<file path="config.mk">
export PLATFORM = sky130hd
export DESIGN_NAME = led_driver_serial_keyscan
export DESIGN_NICKNAME = d
export VERILOG_FILES = /design/src/rtl/core/ldsk_pkg.sv /design/src/rtl/core/ldsk_ram.sv /design/src/rtl/core/ldsk_ctrl.sv /design/src/rtl/core/ldsk_pins.sv /design/src/rtl/core/led_driver_serial_keyscan.sv
export SDC_FILE = /design/constraint.sdc
export NUM_CORES = 1
export LEC_CHECK = 0
export ABC_AREA = 1
export BUFFER_PORTS_ARGS = -buffer_cell sky130_fd_sc_hd__buf_2
export CORE_MARGIN = 5
export CORE_UTILIZATION = 30
export CTS_CLUSTER_SIZE = 25
export DETAILED_ROUTE_END_ITERATION = 10
export SYNTH_ARGS = -nofsm -noshare
export SYNTH_HDL_FRONTEND = slang
export SYNTH_SLANG_ARGS = --single-unit
</file>
<file path="constraint.sdc">
create_clock -name i_clk -period 2.1 [get_ports i_clk]
set_input_delay 0.42 -clock i_clk [delete_from_list [all_inputs] [get_ports i_clk]]
set_output_delay 0.42 -clock i_clk [all_outputs]
set_load 0.02 [all_outputs]
</file>
<file path="src/rtl/core/ldsk_pkg.sv">
// shared types and constants for the serial led driver with key scan
// no dependencies; used by every module under rtl/core except ldsk_ram
`default_nettype none

package ldsk_pkg;

    localparam int RAM_DEPTH_DEF  = 14;
    localparam int GRID_COUNT_DEF = 4;

    localparam int BYTE_W     = 8;
    localparam int BCNT_W     = 5;
    localparam int WADDR_W    = 4;
    localparam int RADDR_W    = 5;
    localparam int GRID_W     = 3;
    localparam int GRID_LINES = 4;
    localparam int KEY_W      = 5;
    localparam int KBITS_W    = 24;

    // event kinds on the input side
    localparam logic [1:0] EV_STROBE = 2'd0;
    localparam logic [1:0] EV_CLK_RISE = 2'd1;
    localparam logic [1:0] EV_CLK_FALL = 2'd2;
    localparam logic [1:0] EV_TICK = 2'd3;

    // command classes, top two bits of the first byte
    localparam logic [1:0] CMD_MODE = 2'b00;
    localparam logic [1:0] CMD_DATA = 2'b01;
    localparam logic [1:0] CMD_CTRL = 2'b10;
    localparam logic [1:0] CMD_ADDR = 2'b11;

    // pin operation carried to the pin stage
    localparam logic [1:0] OP_NONE = 2'd0;
    localparam logic [1:0] OP_SCAN = 2'd1;
    localparam logic [1:0] OP_REFRESH = 2'd2;

    typedef struct packed {
        logic [1:0]        op;
        logic [GRID_W-1:0] grid;
        logic              even_ok;
        logic              odd_ok;
        logic              dio_drive;
        logic              dio_level;
    } t_pin_req;

endpackage

`default_nettype wire

</file>
<file path="src/rtl/core/ldsk_ram.sv">
// generic ram: one write port, two registered read ports
// no dependencies
`default_nettype none

module ldsk_ram #(
    parameter int WIDTH = 8,
    parameter int DEPTH = 16
) (
    input  wire logic                     i_clk,
    input  wire logic                     i_we,
    input  wire logic [$clog2(DEPTH)-1:0] i_waddr,
    input  wire logic [WIDTH-1:0]         i_wdata,
    input  wire logic                     i_re,
    input  wire logic [$clog2(DEPTH)-1:0] i_raddr_a,
    input  wire logic [$clog2(DEPTH)-1:0] i_raddr_b,
    output logic      [WIDTH-1:0]         o_rdata_a,
    output logic      [WIDTH-1:0]         o_rdata_b
);

    logic [WIDTH-1:0] r_mem [DEPTH];

    always_ff @(posedge i_clk) begin
        if (i_we) begin
            r_mem[i_waddr] <= i_wdata;
        end
        if (i_re) begin
            o_rdata_a <= r_mem[i_raddr_a];
            o_rdata_b <= r_mem[i_raddr_b];
        end
    end

endmodule

`default_nettype wire

</file>
<file path="src/rtl/core/ldsk_ctrl.sv">
// serial receiver, command decoder, key readout and refresh sequencing
// depends on ldsk_pkg; drives the display ram write and read ports
`default_nettype none

module ldsk_ctrl #(
    parameter int RAM_DEPTH  = ldsk_pkg::RAM_DEPTH_DEF,
    parameter int GRID_COUNT = ldsk_pkg::GRID_COUNT_DEF
) (
    input  wire logic                          i_clk,
    input  wire logic                          i_rst_n,
    input  wire logic                          i_accept,
    input  wire logic [1:0]                    i_kind,
    input  wire logic                          i_dio,
    input  wire logic [ldsk_pkg::KEY_W-1:0]    i_keys,
    output logic                               o_we,
    output logic [$clog2(RAM_DEPTH)-1:0]       o_waddr,
    output logic [ldsk_pkg::BYTE_W-1:0]        o_wdata,
    output logic                               o_re,
    output logic [$clog2(RAM_DEPTH)-1:0]       o_raddr_even,
    output logic [$clog2(RAM_DEPTH)-1:0]       o_raddr_odd,
    output ldsk_pkg::t_pin_req                 o_req
);

    localparam int AW = $clog2(RAM_DEPTH);
    localparam int GW = (GRID_COUNT > 1) ? $clog2(GRID_COUNT) : 1;

    logic [ldsk_pkg::BYTE_W-1:0]  r_shift, n_shift;
    logic [ldsk_pkg::BCNT_W-1:0]  r_bcnt, n_bcnt;
    logic [ldsk_pkg::WADDR_W-1:0] r_waddr, n_waddr;
    logic                         r_auto, n_auto;
    logic                         r_disp_en, n_disp_en;
    logic [GW-1:0]                r_grid, n_grid;
    logic                         r_expect, n_expect;
    logic                         r_readout, n_readout;
    logic [ldsk_pkg::KBITS_W-1:0] r_kbits, n_kbits;
    logic                         r_phase, n_phase;
    logic                         r_dio_lvl, n_dio_lvl;
    logic                         r_dio_drv, n_dio_drv;
    logic [RAM_DEPTH-1:0]         r_vld, n_vld;

    logic [ldsk_pkg::RADDR_W-1:0] w_addr_even;
    logic [ldsk_pkg::RADDR_W-1:0] w_addr_odd;

    assign w_addr_even = {ldsk_pkg::RADDR_W'({{(ldsk_pkg::GRID_W-GW){1'b0}}, r_grid}) << 1};
    assign w_addr_odd  = w_addr_even | ldsk_pkg::RADDR_W'(1);
    assign o_raddr_even = w_addr_even[AW-1:0];
    assign o_raddr_odd  = w_addr_odd[AW-1:0];

    always_comb begin
        logic [ldsk_pkg::BYTE_W-1:0] v_byte;
        logic [ldsk_pkg::BCNT_W-1:0] v_cnt;
        logic [4:0]                  v_inc;

        n_shift   = r_shift;
        n_bcnt    = r_bcnt;
        n_waddr   = r_waddr;
        n_auto    = r_auto;
        n_disp_en = r_disp_en;
        n_grid    = r_grid;
        n_expect  = r_expect;
        n_readout = r_readout;
        n_kbits   = r_kbits;
        n_phase   = r_phase;
        n_dio_lvl = r_dio_lvl;
        n_dio_drv = r_dio_drv;
        n_vld     = r_vld;
        o_we      = 1'b0;
        o_waddr   = r_waddr[AW-1:0];
        o_wdata   = '0;
        o_re      = 1'b0;
        o_req.op  = ldsk_pkg::OP_NONE;
        v_byte    = r_shift;
        v_cnt     = r_bcnt;
        v_inc     = 5'(r_waddr) + 5'd1;

        if (i_accept) begin
            unique case (i_kind)
                ldsk_pkg::EV_STROBE: begin
                    n_bcnt    = '0;
                    n_shift   = '0;
                    n_expect  = 1'b1;
                    n_readout = 1'b0;
                    n_dio_drv = 1'b0;
                end
                ldsk_pkg::EV_CLK_RISE: begin
                    if (!r_readout) begin
                        v_byte = r_shift;
                        v_byte[r_bcnt[2:0]] = r_shift[r_bcnt[2:0]] | i_dio;
                        v_cnt  = r_bcnt + ldsk_pkg::BCNT_W'(1);
                        n_shift = v_byte;
                        n_bcnt  = v_cnt;
                        if (v_cnt >= ldsk_pkg::BCNT_W'(8)) begin
                            n_shift = '0;
                            n_bcnt  = '0;
                            if (!r_expect) begin
                                // data byte into display ram
                                if (5'(r_waddr) < 5'(RAM_DEPTH)) begin
                                    o_we    = 1'b1;
                                    o_wdata = v_byte;
                                    n_vld[r_waddr[AW-1:0]] = 1'b1;
                                    if (r_auto) begin
                                        n_waddr = (v_inc >= 5'(RAM_DEPTH)) ? '0 : v_inc[3:0];
                                    end
                                end
                            end else begin
                                unique case (v_byte[7:6])
                                    ldsk_pkg::CMD_DATA: begin
                                        if (v_byte[1]) begin
                                            n_readout = 1'b1;
                                            n_dio_drv = 1'b1;
                                        end
                                        n_auto   = !v_byte[2];
                                        n_expect = 1'b0;
                                    end
                                    ldsk_pkg::CMD_ADDR: begin
                                        n_waddr  = v_byte[3:0];
                                        n_expect = 1'b0;
                                    end
                                    ldsk_pkg::CMD_CTRL: begin
                                        n_disp_en = v_byte[3];
                                    end
                                    default: begin
                                    end
                                endcase
                            end
                        end
                    end
                end
                ldsk_pkg::EV_CLK_FALL: begin
                    if (r_readout && r_bcnt < ldsk_pkg::BCNT_W'(ldsk_pkg::KBITS_W)) begin
                        n_dio_lvl = r_kbits[r_bcnt];
                        n_bcnt    = r_bcnt + ldsk_pkg::BCNT_W'(1);
                    end
                end
                ldsk_pkg::EV_TICK: begin
                    if (r_phase) begin
                        // key scan: KS1..KS5 land at bits 1, 4, 9, 12, 17
                        n_kbits     = '0;
                        n_kbits[1]  = i_keys[0];
                        n_kbits[4]  = i_keys[1];
                        n_kbits[9]  = i_keys[2];
                        n_kbits[12] = i_keys[3];
                        n_kbits[17] = i_keys[4];
                        n_phase     = 1'b0;
                        o_req.op    = ldsk_pkg::OP_SCAN;
                    end else begin
                        n_phase = 1'b1;
                        if (r_disp_en) begin
                            o_re     = 1'b1;
                            o_req.op = ldsk_pkg::OP_REFRESH;
                            n_grid   = (32'(r_grid) == GRID_COUNT - 1) ? '0 : r_grid + GW'(1);
                        end
                    end
                end
                default: begin
                end
            endcase
        end

        o_req.grid      = ldsk_pkg::GRID_W'(r_grid);
        o_req.even_ok   = (w_addr_even < ldsk_pkg::RADDR_W'(RAM_DEPTH)) && r_vld[o_raddr_even];
        o_req.odd_ok    = (w_addr_odd < ldsk_pkg::RADDR_W'(RAM_DEPTH)) && r_vld[o_raddr_odd];
        o_req.dio_drive = n_dio_drv;
        o_req.dio_level = n_dio_lvl;
    end

    always_ff @(posedge i_clk) begin
        if (!i_rst_n) begin
            r_shift   <= '0;
            r_bcnt    <= '0;
            r_waddr   <= '0;
            r_auto    <= 1'b0;
            r_disp_en <= 1'b0;
            r_grid    <= '0;
            r_expect  <= 1'b1;
            r_readout <= 1'b0;
            r_kbits   <= '0;
            r_phase   <= 1'b0;
            r_dio_lvl <= 1'b0;
            r_dio_drv <= 1'b0;
            r_vld     <= '0;
        end else begin
            r_shift   <= n_shift;
            r_bcnt    <= n_bcnt;
            r_waddr   <= n_waddr;
            r_auto    <= n_auto;
            r_disp_en <= n_disp_en;
            r_grid    <= n_grid;
            r_expect  <= n_expect;
            r_readout <= n_readout;
            r_kbits   <= n_kbits;
            r_phase   <= n_phase;
            r_dio_lvl <= n_dio_lvl;
            r_dio_drv <= n_dio_drv;
            r_vld     <= n_vld;
        end
    end

endmodule

`default_nettype wire

</file>
<file path="src/rtl/core/ldsk_pins.sv">
// pin stage: builds segment and grid levels from ram data, holds the output word
// depends on ldsk_pkg; takes requests from ldsk_ctrl and read data from the ram
`default_nettype none

module ldsk_pins (
    input  wire logic                        i_clk,
    input  wire logic                        i_rst_n,
    input  wire logic                        i_accept,
    input  wire ldsk_pkg::t_pin_req          i_req,
    input  wire logic [ldsk_pkg::BYTE_W-1:0] i_rdata_even,
    input  wire logic [ldsk_pkg::BYTE_W-1:0] i_rdata_odd,
    input  wire logic                        i_out_ready,
    output logic                             o_in_ready,
    output logic                             o_out_valid,
    output logic                             o_dio_drive,
    output logic                             o_dio_out,
    output logic [ldsk_pkg::BYTE_W-1:0]      o_seg,
    output logic [ldsk_pkg::GRID_LINES-1:0]  o_grid
);

    logic                          r_s1_valid;
    ldsk_pkg::t_pin_req            r_s1_req;
    logic                          r_out_valid;
    logic                          r_dio_drv;
    logic                          r_dio_lvl;
    logic [ldsk_pkg::BYTE_W-1:0]   r_seg, n_seg;
    logic [ldsk_pkg::GRID_LINES-1:0] r_grid, n_grid;
    logic                          w_s1_adv;
    logic [ldsk_pkg::BYTE_W-1:0]   w_even;
    logic [ldsk_pkg::BYTE_W-1:0]   w_odd;

    assign w_s1_adv   = r_s1_valid && (!r_out_valid || i_out_ready);
    // no word taken while reset is held
    assign o_in_ready = i_rst_n && (!r_s1_valid || w_s1_adv);

    // entries never written read as zero
    assign w_even = r_s1_req.even_ok ? i_rdata_even : '0;
    assign w_odd  = r_s1_req.odd_ok ? i_rdata_odd : '0;

    always_comb begin
        n_seg  = r_seg;
        n_grid = r_grid;
        case (r_s1_req.op)
            ldsk_pkg::OP_SCAN: begin
                n_grid = '1;
                n_seg  = {r_seg[7:5], 5'b01111};
            end
            ldsk_pkg::OP_REFRESH: begin
                // 5+3 mapping: low five bits of the even byte, bits 5:3 of the odd byte
                n_seg = {w_odd[5:3], w_even[4:0]};
                for (int i = 0; i < ldsk_pkg::GRID_LINES; i++) begin
                    n_grid[i] = r_grid[i] && (r_s1_req.grid != ldsk_pkg::GRID_W'(i));
                end
            end
            default: begin
            end
        endcase
    end

    always_ff @(posedge i_clk) begin
        if (!i_rst_n) begin
            r_s1_valid  <= 1'b0;
            r_out_valid <= 1'b0;
            r_dio_drv   <= 1'b0;
            r_dio_lvl   <= 1'b0;
            r_seg       <= '0;
            r_grid      <= '1;
        end else begin
            if (o_in_ready) begin
                r_s1_valid <= i_accept;
            end
            if (w_s1_adv) begin
                r_out_valid <= 1'b1;
                r_dio_drv   <= r_s1_req.dio_drive;
                r_dio_lvl   <= r_s1_req.dio_level;
                r_seg       <= n_seg;
                r_grid      <= n_grid;
            end else if (i_out_ready) begin
                r_out_valid <= 1'b0;
            end
        end
    end

    always_ff @(posedge i_clk) begin
        if (o_in_ready && i_accept) begin
            r_s1_req <= i_req;
        end
    end

    assign o_out_valid = r_out_valid;
    assign o_dio_drive = r_dio_drv;
    assign o_dio_out   = r_dio_lvl;
    assign o_seg       = r_seg;
    assign o_grid      = r_grid;

endmodule

`default_nettype wire

</file>
<file path="src/rtl/core/led_driver_serial_keyscan.sv">
// led driver with three-wire serial port and key scan: one pin event per word in,
// one pin-state word out. each word passes the registered display ram read and the
// pin stage output register. throughput: one word per cycle while the output is not stalled.
// reset (synchronous, active low) clears control state: display off, grids high,
// command expected, tready low; display ram entries read as zero until written.
// depends on ldsk_pkg, ldsk_ram, ldsk_ctrl, ldsk_pins
`default_nettype none

module led_driver_serial_keyscan #(
    parameter int RAM_DEPTH  = ldsk_pkg::RAM_DEPTH_DEF,
    parameter int GRID_COUNT = ldsk_pkg::GRID_COUNT_DEF
) (
    input  wire logic        i_clk,
    input  wire logic        i_rst_n,
    input  wire logic        i_s_axis_tvalid,
    output logic             o_s_axis_tready,
    input  wire logic [7:0]  i_s_axis_tdata,  // dio_in [0], key_lines [5:1], zero [7:6]
    input  wire logic [1:0]  i_s_axis_tuser,  // kind [1:0]
    output logic             o_m_axis_tvalid,
    input  wire logic        i_m_axis_tready,
    output logic [15:0]      o_m_axis_tdata   // dio_drive [0], dio_out [1], seg_levels [9:2],
                                              // grid_levels [13:10], zero [15:14]
);

    localparam int AW = $clog2(RAM_DEPTH);

    logic                        w_accept;
    logic                        w_we;
    logic [AW-1:0]               w_waddr;
    logic [ldsk_pkg::BYTE_W-1:0] w_wdata;
    logic                        w_re;
    logic [AW-1:0]               w_raddr_even;
    logic [AW-1:0]               w_raddr_odd;
    logic [ldsk_pkg::BYTE_W-1:0] w_rdata_even;
    logic [ldsk_pkg::BYTE_W-1:0] w_rdata_odd;
    ldsk_pkg::t_pin_req          w_req;
    logic                        w_dio_drive;
    logic                        w_dio_out;
    logic [ldsk_pkg::BYTE_W-1:0] w_seg;
    logic [ldsk_pkg::GRID_LINES-1:0] w_grid;

    assign w_accept = i_s_axis_tvalid && o_s_axis_tready;

    ldsk_ctrl #(
        .RAM_DEPTH  (RAM_DEPTH),
        .GRID_COUNT (GRID_COUNT)
    ) u_ctrl (
        .i_clk        (i_clk),
        .i_rst_n      (i_rst_n),
        .i_accept     (w_accept),
        .i_kind       (i_s_axis_tuser),
        .i_dio        (i_s_axis_tdata[0]),
        .i_keys       (i_s_axis_tdata[5:1]),
        .o_we         (w_we),
        .o_waddr      (w_waddr),
        .o_wdata      (w_wdata),
        .o_re         (w_re),
        .o_raddr_even (w_raddr_even),
        .o_raddr_odd  (w_raddr_odd),
        .o_req        (w_req)
    );

    ldsk_ram #(
        .WIDTH (ldsk_pkg::BYTE_W),
        .DEPTH (RAM_DEPTH)
    ) u_ram (
        .i_clk     (i_clk),
        .i_we      (w_we),
        .i_waddr   (w_waddr),
        .i_wdata   (w_wdata),
        .i_re      (w_re),
        .i_raddr_a (w_raddr_even),
        .i_raddr_b (w_raddr_odd),
        .o_rdata_a (w_rdata_even),
        .o_rdata_b (w_rdata_odd)
    );

    ldsk_pins u_pins (
        .i_clk        (i_clk),
        .i_rst_n      (i_rst_n),
        .i_accept     (w_accept),
        .i_req        (w_req),
        .i_rdata_even (w_rdata_even),
        .i_rdata_odd  (w_rdata_odd),
        .i_out_ready  (i_m_axis_tready),
        .o_in_ready   (o_s_axis_tready),
        .o_out_valid  (o_m_axis_tvalid),
        .o_dio_drive  (w_dio_drive),
        .o_dio_out    (w_dio_out),
        .o_seg        (w_seg),
        .o_grid       (w_grid)
    );

    assign o_m_axis_tdata = {2'b00, w_grid, w_seg, w_dio_out, w_dio_drive};

endmodule

`default_nettype wire

</file>
==> metrics.md <==
| Metric | Value |
|---|---|
| Share of cells above drive strength 1 | 0.2153 |
| CTS-repair resized insts | 0 |
| Clock buffer depth | 2 |
| Post-synthesis sequential area ratio | 0.5173 |
| Number of nets with antenna violations after routing | 0 |
| Arr. time, crit path | 2.00 ns |
| Fmax | slightly above 500 MHz |
| Worst Hold Launch | i_s_axis_tdata[5] |
| H-Tree Depth | 3 |
| Postcts setup bufs | 0 |
| Via Count | 3665 |
| Placed Instances | 790 |
| Setup CP Type | reg2reg |
| Reg2Reg Capture Point | u_ram.r_mem[4][0]$_DFFE_PP_ |
| Yosys top cell area share | 0.2933 |
| Comb power frac | 0.053 |
| Number of CTS-inserted buffers | 9 |
| Die height | about 140 um |
| Crit end category | flop |
| Peak supply drop | around 0.32 mV |
| Pwr dens | 680.7 nW/um2 |
| Port Buffers | 27 |
| Ranking of synthesized cells by area | edfxtp_1 (29%), dfxtp_1 (22%), nand2_1 (5.3%) |
| Sw Share | 0.2273 |
| DR WL/cell | 12.12 um |
| Max-Cap Viols | 0 |
| Cell taking the most area after synthesis | edfxtp_1 |
| Sink Count | between 100 and 150 |
| Met1 Use GR | 0.1353 |
| Post-Layout Cell Count | 806 |
| Number of DRC markers after the initial detailed-route iteration | about 210 |
| Initial antenna violation count | 0 |
| Outcome | complete, no violations |
| Core box area | between 15000 and 20000 um2 |
| Internal power | 2.984 mW |
| Leakage | 2.213 nW |
| Netlist cell types | 44 |
| Fin crit share | 0.9226 |
| Post-Synthesis Cells | 542 |
| Largest net degree at the start of global routing | 29 |
| RSZ-0062 raised after global routing | false |
| Hold_buf cts | 0 |
| Post-Syn Area | 4915 um2 |
| Synth Register Bits | 103 |
| Switching Power | about 900 uW |
| Total track usage | 0.1084 |
| CTS tree | built |
| FP Rows | 46 |
| Clk slew on worst S/H paths | 0.07 ns |
| Synth async-reset ratio | 0 |
| Post-synth EDFFs | 48 |
| Hold Worst Slack | 0.3348 ns |
| Top-count cell post-synth | nand2_1 |
| Root Buffer | clkbuf_16 |
| Worst reg2reg startpoint | u_ctrl.r_bcnt[2]$_SDFFE_PN0P_ |
| I/O pin count | 32 |
| Post-synth top cells | nand2_1 (69), nor2_1 (67), inv_1 (58), dfxtp_1 (55), edfxtp_1 (48) |
| DR vias/cell | ~4.5 |
| GP Congestion | between 0.8 and 0.9 |
| Crit Path Max Fanout | 6 |
| Most used DFF post-synth | dfxtp_1 |
| Final Max Tran Viols | 0 |
| Hold Crit Class | in2reg |
| Flop2flop setup slack | 0.16 ns |
| CP Launch Type | flop |
| Nets | a little over 600 |
| Final Hold Fails | 0 |
| Number of global-route vias before repair | approximately 3.5k |
| DIE WIDTH | between 100 and 150 um |
| Met2 GRT Util | 0.1874 |
| Top Usage Layer GRT | met2 |
| Sequential power share | 0.547 |
| DRC violations left | 0 |
| Worst-Margin Slew | 0.6378 ns |
| Area Growth Syn to Fin | 15.45% |
| Final TNS setup | 0 ns |
| Initial Util | 0.3072 |
| CP Data Required Time | 2.16 ns |
| First drt pass iteration count | 4 |
| Mapped Avg Cell Area | 9.068 um2 |
| Critical Path Source | u_ctrl.r_bcnt[2]$_SDFFE_PN0P_ |
| Die area | 19040 um2 |
| Syn. warnings | 0 |
| M3 GR Usage | 0.01851 |
| Clk network pwr share | 0.399 |
| Min Tclk post-route | 1.937 ns |
| GRT overflow | 0 |
| Hold Crit Depth | 3 |
| Diode count | 0 |
| Detailed Route WL | 9772 um |
| First-pass GRT wire length | around 16000 um |
| DP HPWL | 7286 um |
| Slew headroom | 0.5744 |
| # setup viols final | 0 |
| Clk_lat worst skew | 0.34 ns |
| Total power | 3.862 mW |
| WHS Endpoint | u_ctrl.r_kbits[17]$_SDFFE_PN0P_ |
| Final Skew | 0.005613 ns |
| FF-to-FF path depth | 8 |
-- registers in the layout (all words and copies together) (netlist names), 2 cells and up --
register,count
u_ctrl.r_bcnt,5
u_ctrl.r_grid,2
u_ram.o_rdata_a,5
u_ram.r_mem,32
u_ctrl.r_kbits,5
u_ctrl.r_vld,8
u_pins.o_seg,8
u_pins.r_s1_req,8
u_ram.o_rdata_b,3
u_pins.o_grid,4
u_ctrl.r_shift,8
u_ctrl.o_waddr,4
-- layer usage --
layer / vias up / routed length [um]
li1: 1887 / -
met1: 1722 / 4492
met2: 46 / 4828
met3: 10 / 348
met4: 0 / 103
met5: - / 0
-- cells in the final DEF, fill, tap and decap left out, types with 8 or more instances in the layout --
cell type and n:
inv_2 11, nor2_1 65, buf_4 22, ha_1 14, o21ai_0 44, clkbuf_16 9, nor2_4 12, edfxtp_1 48
nand3_1 25, a21oi_1 34, nand2_1 69, dfxtp_1 55, inv_1 58, nand2_2 8, buf_2 27, nand4_1 12
o22ai_1 10
-- power by group through the flow --
stage	logic, mW	registers, mW	clock network (mW)
after floorplan	0.141	2.17	0
after global placement	0.205	2.16	0
after detailed placement	0.208	2.16	0
after CTS	0.209	2.11	1.59
after global routing	0.233	2.11	1.68
final	0.206	2.11	1.54
-- worst max-delay path by stage --
stage                                    end  slack, ns  cells past startpoint
3_3_place_gp     u_ram.r_mem[0][3]$_DFFE_PP_       0.09                      9
4_1_cts          u_ram.r_mem[7][3]$_DFFE_PP_       0.04                      9
3_5_place_dp     u_ram.r_mem[0][3]$_DFFE_PP_       0.02                      9
2_1_floorplan  u_ctrl.r_grid[0]$_SDFFE_PN0P_       0.24                      9
5_1_grt          u_ram.r_mem[2][0]$_DFFE_PP_      0.006                      8
6_report         u_ram.r_mem[4][0]$_DFFE_PP_       0.16                      8
-- critical path, cell delays in order (launching register included) --
cell and delay, ns:
dfxtp_1 0.45, buf_4 0.21, nor2_4 0.05, nand3_1 0.08, nand2_1 0.08, nor2_4 0.20, nand2_1 0.12, o21ai_1 0.31
nor2_1 0.16
-- cells by family (layout without fill, tap and decap cells) --
logic type,Yosys count,after routing,synth area share
and+or+nand+nor,224,224,0.2357
adders and majority gates,14,14,0.03564
buffers and inverters,90,137,0.07866
DFF,103,103,0.5173
AOI/OAI and AO/OA,107,107,0.1235
xor gates and xnor gates,3,3,0.008401
other,1,2,0.0007630
-- area by class of cell --
class / instances / area [um2]
Multi-Input combinational cell: 350 / 1999
Timing Repair Buffer: 49 / 300.3
Inverter: 72 / 280.3
Fill cell: 1666 / 10330
Clock buffer: 9 / 225.2
Clock inverter: 7 / 56.30
Tap cell: 216 / 270.3
Sequential cell: 103 / 2542
-- stage by stage --
| step | utilization | instance area [um2] | worst slack [ns] |
|---|---|---|---|
| 2_1_floorplan | - | 4923 | 0.2390 |
| 3_3_place_gp | 0.3367 | 5388 | 0.09360 |
| 3_5_place_dp | 0.3367 | 5388 | 0.02491 |
| 4_1_cts | 0.3543 | 5669 | 0.03953 |
| 5_1_grt | 0.3546 | 5674 | 0.005679 |
| 6_report | 0.3546 | 5674 | 0.1626 |
(Power assumes the default switching activity.)
